**src/sha1c_pkg.sv**
```systemverilog
// Shared types, constants and helper functions for the SHA-1 compression block.
// It depends on nothing else. Every module in src imports it.
package sha1c_pkg;

  // Sizes of the algorithm.
  localparam int ROUNDS    = 80;
  localparam int WORD_W    = 32;
  localparam int NUM_H     = 5;
  localparam int WIN_DEPTH = 16;
  localparam int GRP_LEN   = ROUNDS / 4;
  localparam int ROUND_W   = $clog2(ROUNDS);
  localparam int WCNT_W    = $clog2(WIN_DEPTH);
  localparam int IDX_W     = $clog2(NUM_H);

  typedef logic [WORD_W-1:0] word_t;
  typedef logic [1:0]        grp_t;

  // Round groups, 20 rounds each.
  localparam grp_t GRP_CH   = 2'd0;
  localparam grp_t GRP_PAR1 = 2'd1;
  localparam grp_t GRP_MAJ  = 2'd2;
  localparam grp_t GRP_PAR2 = 2'd3;

  // Control to the message schedule window.
  typedef struct packed {
    logic load;  // shift in one message word
    logic step;  // shift by one round, appending the expanded word
  } sched_ctrl_t;

  // Control to the round unit and chaining value.
  typedef struct packed {
    logic load_iv;  // reload the standard initial value
    logic start;    // copy the chaining value into the working variables
    logic step;     // run one round
    logic add;      // add the working variables into the chaining value
  } round_ctrl_t;

  // Round constant of a group.
  function automatic word_t round_k(grp_t g);
    word_t k;
    case (g)
      GRP_CH:   k = 32'h5a827999;
      GRP_PAR1: k = 32'h6ed9eba1;
      GRP_MAJ:  k = 32'h8f1bbcdc;
      default:  k = 32'hca62c1d6;
    endcase
    return k;
  endfunction

  // Standard initial hash value, word 0 is A.
  function automatic word_t init_h(logic [IDX_W-1:0] i);
    word_t h;
    case (i)
      3'd0:    h = 32'h67452301;
      3'd1:    h = 32'hefcdab89;
      3'd2:    h = 32'h98badcfe;
      3'd3:    h = 32'h10325476;
      default: h = 32'hc3d2e1f0;
    endcase
    return h;
  endfunction

endpackage

```
**src/sha1c_sched.sv**
```systemverilog
// Message schedule window of the SHA-1 block: a 16-word shift line.
// Depends on sha1c_pkg.
module sha1c_sched (
  input  logic                    clk,
  input  sha1c_pkg::sched_ctrl_t  ctl,
  input  sha1c_pkg::word_t        word_in,
  output sha1c_pkg::word_t        w_out
);
  import sha1c_pkg::*;

  word_t win [WIN_DEPTH];
  word_t expand;

  // Entry 0 always holds the word of the current round; the word needed
  // sixteen rounds later is built from the fixed taps.
  always_comb begin
    expand = win[13] ^ win[8] ^ win[2] ^ win[0];
    expand = {expand[WORD_W-2:0], expand[WORD_W-1]};
  end

  assign w_out = win[0];

  // Shift in message words while loading, expanded words while hashing.
  always_ff @(posedge clk) begin
    if (ctl.load || ctl.step) begin
      for (int i = 0; i < WIN_DEPTH - 1; i++) begin
        win[i] <= win[i+1];
      end
      win[WIN_DEPTH-1] <= ctl.load ? word_in : expand;
    end
  end

endmodule

```
**src/sha1c_round.sv**
```systemverilog
// SHA-1 round unit: working variables, the shared round adder and the
// chaining value. Depends on sha1c_pkg.
module sha1c_round (
  input  logic                    clk,
  input  logic                    rst,
  input  sha1c_pkg::round_ctrl_t  ctl,
  input  sha1c_pkg::grp_t         grp,
  input  sha1c_pkg::word_t        w,
  output sha1c_pkg::word_t        chain [sha1c_pkg::NUM_H]
);
  import sha1c_pkg::*;

  word_t wv [NUM_H];
  word_t f;
  word_t t;

  // Round function of the current group, then the round sum.
  always_comb begin
    case (grp)
      GRP_CH:  f = (wv[1] & wv[2]) | (~wv[1] & wv[3]);
      GRP_MAJ: f = (wv[1] & wv[2]) | (wv[1] & wv[3]) | (wv[2] & wv[3]);
      default: f = wv[1] ^ wv[2] ^ wv[3];
    endcase
    t = {wv[0][WORD_W-6:0], wv[0][WORD_W-1:WORD_W-5]} + f + wv[4] + round_k(grp) + w;
  end

  // Working variables: loaded from the chaining value, then one round a cycle.
  always_ff @(posedge clk) begin
    if (ctl.start) begin
      for (int i = 0; i < NUM_H; i++) begin
        wv[i] <= chain[i];
      end
    end else if (ctl.step) begin
      wv[4] <= wv[3];
      wv[3] <= wv[2];
      wv[2] <= {wv[1][1:0], wv[1][WORD_W-1:2]};
      wv[1] <= wv[0];
      wv[0] <= t;
    end
  end

  // Chaining value: initial value on reset or on a new message.
  always_ff @(posedge clk) begin
    if (rst || ctl.load_iv) begin
      for (int i = 0; i < NUM_H; i++) begin
        chain[i] <= init_h(IDX_W'(i));
      end
    end else if (ctl.add) begin
      for (int i = 0; i < NUM_H; i++) begin
        chain[i] <= chain[i] + wv[i];
      end
    end
  end

endmodule

```
**src/sha1_compression_top.sv**
```systemverilog
// Top level of the SHA-1 compression block: sequencer and stream ports.
// Depends on sha1c_pkg, sha1c_sched and sha1c_round.
//
// The block takes one padded 32-bit message word per cycle while s_tready is
// high. The sixteenth word of a block starts the compression, which runs one
// round per cycle on a single round adder: the rounds, then the add into the
// chaining value, during which s_tready is low, so the next block's words
// wait until the add is done. When the block was marked as last, the five
// digest words (A first) follow on the master side, one per accepted
// transaction, and input resumes after the fifth. first_block on the first
// word of a block reloads the standard initial value; without it a block
// continues from the current hash.
module sha1_compression_top (
  input  logic        clk,
  input  logic        rst,
  input  logic        s_tvalid,
  output logic        s_tready,
  input  logic [31:0] s_tdata,   // msg_word
  input  logic [1:0]  s_tuser,   // first_block, last_block
  output logic        m_tvalid,
  input  logic        m_tready,
  output logic [31:0] m_tdata,   // digest_word
  output logic [2:0]  m_tuser,   // digest_index
  output logic        m_tlast    // digest_last
);
  import sha1c_pkg::*;

  typedef enum logic [3:0] {
    S_IDLE  = 4'b0001,
    S_ROUND = 4'b0010,
    S_ADD   = 4'b0100,
    S_OUT   = 4'b1000
  } state_t;

  state_t             state;
  logic [WCNT_W-1:0]  word_cnt;
  logic [ROUND_W-1:0] round_cnt;
  logic [IDX_W-1:0]   out_idx;
  logic               last_flag;
  logic               in_acc;
  logic               out_acc;
  logic               block_done;
  grp_t               grp;
  sched_ctrl_t        sctl;
  round_ctrl_t        rctl;
  word_t              w;
  word_t              chain [NUM_H];

  assign s_tready   = (state == S_IDLE);
  assign in_acc     = s_tvalid && s_tready;
  assign m_tvalid   = (state == S_OUT);
  assign out_acc    = m_tvalid && m_tready;
  assign block_done = in_acc && (word_cnt == WCNT_W'(WIN_DEPTH - 1));

  // Round group from the round counter.
  always_comb begin
    if (round_cnt < ROUND_W'(GRP_LEN)) begin
      grp = GRP_CH;
    end else if (round_cnt < ROUND_W'(2 * GRP_LEN)) begin
      grp = GRP_PAR1;
    end else if (round_cnt < ROUND_W'(3 * GRP_LEN)) begin
      grp = GRP_MAJ;
    end else begin
      grp = GRP_PAR2;
    end
  end

  // Control to the datapath.
  always_comb begin
    sctl.load    = in_acc;
    sctl.step    = (state == S_ROUND);
    rctl.load_iv = in_acc && (word_cnt == '0) && s_tuser[0];
    rctl.start   = block_done;
    rctl.step    = (state == S_ROUND);
    rctl.add     = (state == S_ADD);
  end

  // Sequencer.
  always_ff @(posedge clk) begin
    if (rst) begin
      state     <= S_IDLE;
      word_cnt  <= '0;
      round_cnt <= '0;
      out_idx   <= '0;
      last_flag <= 1'b0;
    end else begin
      case (state)
        S_IDLE: begin
          if (in_acc) begin
            word_cnt <= word_cnt + 1'b1;
          end
          if (block_done) begin
            state     <= S_ROUND;
            round_cnt <= '0;
            last_flag <= s_tuser[1];
          end
        end
        S_ROUND: begin
          if (round_cnt == ROUND_W'(ROUNDS - 1)) begin
            state     <= S_ADD;
            round_cnt <= '0;
          end else begin
            round_cnt <= round_cnt + 1'b1;
          end
        end
        S_ADD: begin
          out_idx <= '0;
          state   <= last_flag ? S_OUT : S_IDLE;
        end
        S_OUT: begin
          if (out_acc) begin
            if (out_idx == IDX_W'(NUM_H - 1)) begin
              state <= S_IDLE;
            end else begin
              out_idx <= out_idx + 1'b1;
            end
          end
        end
        default: begin
          state <= S_IDLE;
        end
      endcase
    end
  end

  // Digest words come straight from the chaining value, held during output.
  assign m_tdata = chain[out_idx];
  assign m_tuser = out_idx;
  assign m_tlast = (out_idx == IDX_W'(NUM_H - 1));

  sha1c_sched u_sched (
    .clk     (clk),
    .ctl     (sctl),
    .word_in (s_tdata),
    .w_out   (w)
  );

  sha1c_round u_round (
    .clk   (clk),
    .rst   (rst),
    .ctl   (rctl),
    .grp   (grp),
    .w     (w),
    .chain (chain)
  );

  // The sixteenth word of a block always starts the rounds at round zero.
  a_block_start: assert property (@(posedge clk) disable iff (rst)
    block_done |=> (state == S_ROUND) && (round_cnt == '0))
    else $error("block completion did not start the rounds");

  // The last round is always followed by the chaining add.
  a_round_end: assert property (@(posedge clk) disable iff (rst)
    (state == S_ROUND) && (round_cnt == ROUND_W'(ROUNDS - 1)) |=> (state == S_ADD))
    else $error("rounds did not end in the chaining add");

  // The digest index never runs past the last word.
  a_out_idx: assert property (@(posedge clk) disable iff (rst)
    m_tvalid |-> (out_idx < IDX_W'(NUM_H)))
    else $error("digest index out of range");

  // Taking the last digest word reopens the input.
  a_out_done: assert property (@(posedge clk) disable iff (rst)
    out_acc && m_tlast |=> s_tready && !m_tvalid)
    else $error("input not reopened after digest");

  // Input and output never run at the same time.
  a_exclusive: assert property (@(posedge clk) disable iff (rst)
    !(s_tready && m_tvalid))
    else $error("input and output open together");

endmodule
```
**config.mk**
```make
export PLATFORM = sky130hd
export DESIGN_NAME = sha1_compression_top
export DESIGN_NICKNAME = d
export VERILOG_FILES = /design/src/sha1c_pkg.sv /design/src/sha1c_sched.sv /design/src/sha1c_round.sv /design/src/sha1_compression_top.sv
export SDC_FILE = /design/constraint.sdc
export NUM_CORES = 2
export LEC_CHECK = 0
export ABC_AREA = 1
export ABC_CLOCK_PERIOD_IN_PS = 19600
export BUFFER_PORTS_ARGS = -buffer_cell sky130_fd_sc_hd__buf_2
export CAP_MARGIN = 20
export CORE_ASPECT_RATIO = 0.8
export CORE_MARGIN = 2
export CORE_UTILIZATION = 55
export DETAILED_ROUTE_END_ITERATION = 12
export PLACE_DENSITY = 0.71
export SLEW_MARGIN = 20
export SYNTH_ARGS = -nofsm -noshare
export SYNTH_HDL_FRONTEND = slang
export SYNTH_SLANG_ARGS = --single-unit
```
**constraint.sdc**
```tcl
create_clock -name clk -period 19.6 [get_ports clk]
set_input_delay 2.94 -clock clk [delete_from_list [all_inputs] [get_ports clk]]
set_output_delay 2.94 -clock clk [all_outputs]
set_load 0.005 [all_outputs]
```
==> results.md <==
* Reg2reg setup slack at 12.50 ns
* Post-route ant nets at 0
* WL per Instance at 23.7 µm
* Die width at 333 µm
* Die area at 88,800 µm²
* Share of the synthesized area in the top cell type at 0.424
* P_leak at 22.1 nW
* Post-layout minimum cycle time at 7.10 ns
* First-pass DRT Iterations at 6
* Clock network power share at 0.434
* Final Hold Viols at 0
* Synthesized instance count at 5,353
* Worst vdd ir at 86.5 µV
* Hold Crit Start: u_sched.win[4][51]$_DFFE_PP_
* Top_reg_cell synth: edfxtp_1
* DRC viols at 0
* Core area at 85,800 µm²
* Setup crit end kind: flop
* Number of buffers created by CTS at 85
* Worst-Margin Slew at 1.33 ns
* Flop pwr share at 0.510
* Critical R2R Launch: round_cnt[6]$_SDFFE_PP0P_
* CP max stage delay at 0.93 ns
* Crit path max fanout at 44
* Comb power frac at 0.057
* Synthesized cell area at 47,600 µm²
* Antenna violations before repair at 1
* Via count at 38,400
* CP top delay family: adder cells
* Type of the most critical hold path: flop to flop
* Switching Share at 0.228
* Yosys reg bits at 851
* Psw at 919 µW
* Starting Density at 0.554
* Sequential-to-total area share from yosys stat at 0.500
* Total Neg Setup Slack at 0 ns
* Register-to-Register Path Depth at 25
* Dpl hpwl at 120,000 µm
* Post-synth ARST share at 0
* Area leader, netlist: edfxtp_1
* Die Ht at 267 µm
* CTS clk-pin slew, worst paths at 0.06 ns
* Most common cell in the synthesized netlist: nand2_1
* Routed WL at 157,000 µm
* Startpoint Class: flop
* RSZ-0062 raised after global routing: false
* Clk_skew at 0.0297 ns
* Row cnt at 96
* Top cells by area, synth: edfxtp_1 42%, nand2_1 10%, dfxtp_1 7.5%, inv_1 6.2%, ha_1 5.3%
* 1st-iter DRT viols at 4,766
* Wire length of the first global-routing pass at 230,000 µm
* Synth top cells by count: 1,294 x nand2_1, 791 x inv_1, 672 x edfxtp_1
* Critical Path RT at 19.96 ns
* CTS H-tree depth at 3
* Number of global-route vias before repair at 35,500
* Gr usage total at 0.352
* Tot Pwr at 4.03 mW
* PD cells at 77.3 nW/µm²
* Max Clk Rate at 141 MHz
* Clk_lat worst skew at 0.67 ns
* Slowest library cell on the worst path: inv_1
* EDFF count, synth at 672
* Worst setup path class: flop to flop
* GPL Wtd Cong at 1.05
* Worst path bufs/invs at 5
* Internal Pwr Total at 3.11 mW
* Pin count of the biggest net entering global routing at 165
* Worst hold path depth at 0
* Syn_nets at 5,718
* Status: complete, no violations
* Cts hold-fix bufs at 0
* R2r endpoint: u_round.wv[0][19]$_DFFE_PP_
* Yosys Warn Count at 0
* Most Frequent Cell on Critical Path: nand2_1
* Max_cap viols at 0
* Distinct cell type count after synthesis at 44
* Final Setup Violations at 0
* Filler cell count at 7,541
* Layout cell share with drive strength beyond 1 at 0.0504
* Gr ovfl total at 0
* Worst endpoint data arrival time at 7.46 ns
* CTS tree: done
* Fin crit share at 0.362
* Normalized max-slew margin at 0.107
* Slew Limit Fails at 0
* I/O Pins at 76
* Nets@finish at 5,776
* Syn_area_per_cell at 8.88 µm²
* CTS root buf: clkbuf_16
* Vias per cell at 5.81
* Clock Sinks at 851
* Post-CTS sizing at 0
* Port bufs at 75
* Post CTS Setup Buffer Count at 0
* Area delta synth->final at 9.48%
* CTS Buffer Depth at 3
* Hold EP: u_sched.win[4][19]$_DFFE_PP_
cell type report:
cell class	instances	area [µm²]	area share
Tap cell	1127	1410	0.0271
Clock buffer	107	2290	0.0440
Clock inverter	49	677	0.0130
Inverter	797	3000	0.0576
Sequential cell	851	23800	0.457
Multi-Input combinational cell	3569	20300	0.389
Timing Repair Buffer	107	628	0.0121
Antenna cell	4	10.0	0.000192
cell usage in the layout, fill, tap and decap left out, types with 50 or more instances in the layout:
cell type and n:
nor2_1 352, nand4_1 50, dfxtp_1 178, o21ai_0 438, xnor2_1 121, buf_2 75, inv_1 790, a21oi_1 409
clkbuf_16 87, nand3_1 326, edfxtp_1 672, ha_1 202, nand2_1 1291, fa_1 125
power by group through the flow:
stage | clock (mW) | combinational, mW | sequential [mW]
after global placement | 0 | 0.220 | 2.09
after global routing | 1.83 | 0.253 | 2.06
after CTS | 1.77 | 0.224 | 2.05
after detailed placement | 0 | 0.221 | 2.09
after floorplan | 0 | 0.153 | 2.10
final | 1.75 | 0.228 | 2.05
registers in the layout, summed over array words and instances, names as in the netlist:
name           cells
m_tuser            3
u_round.chain    160
u_round.wv       160
state              4
round_cnt          7
last_flag          1
u_sched.win      512
word_cnt           4
routing by layer:
layer	vias up	wire, µm	track usage
li1	17900	-	-
met2	1943	61200	0.483
met1	18300	70500	0.525
met4	2	5600	0.113
met5	-	133	0.0109
met3	271	19300	0.111
kinds of logic after synthesis:
kind of cell / share of synthesized area
AOI/OAI and AO/OA: 0.109
adders and majority gates: 0.106
xor gates and xnor gates: 0.0276
DFF: 0.500
and+or+nand+nor: 0.183
buffers and inverters: 0.0743
through the flow:
step           setup slack, ns  hold slack, ns  area (µm²)  cells   util
4_1_cts                  12.68           0.415       52000   6607  0.607
3_5_place_dp             12.12           0.405       49100   6451  0.572
5_1_grt                  12.04           0.417       52000   6607  0.607
3_3_place_gp             12.22           0.400       49100   6451  0.572
6_report                 12.50           0.411       52100   6611  0.607
2_1_floorplan             4.33           0.400       47600   5353      -
how the worst max path moves through the flow:
stage | startpoint | to | slack [ns] | cells after the start
6_report | round_cnt[6]$_SDFFE_PP0P_ | u_round.wv[0][19]$_DFFE_PP_ | 12.50 | 25
5_1_grt | round_cnt[6]$_SDFFE_PP0P_ | u_round.wv[0][19]$_DFFE_PP_ | 12.04 | 25
4_1_cts | round_cnt[6]$_SDFFE_PP0P_ | u_round.wv[0][19]$_DFFE_PP_ | 12.68 | 25
3_5_place_dp | s_tvalid | u_sched.win[1][56]$_DFFE_PP_ | 12.12 | 9
3_3_place_gp | s_tvalid | u_sched.win[2][26]$_DFFE_PP_ | 12.22 | 9
2_1_floorplan | s_tvalid | u_sched.win[0][0]$_DFFE_PP_ | 4.33 | 5
Note: power is estimated with default switching activity, not from simulation.
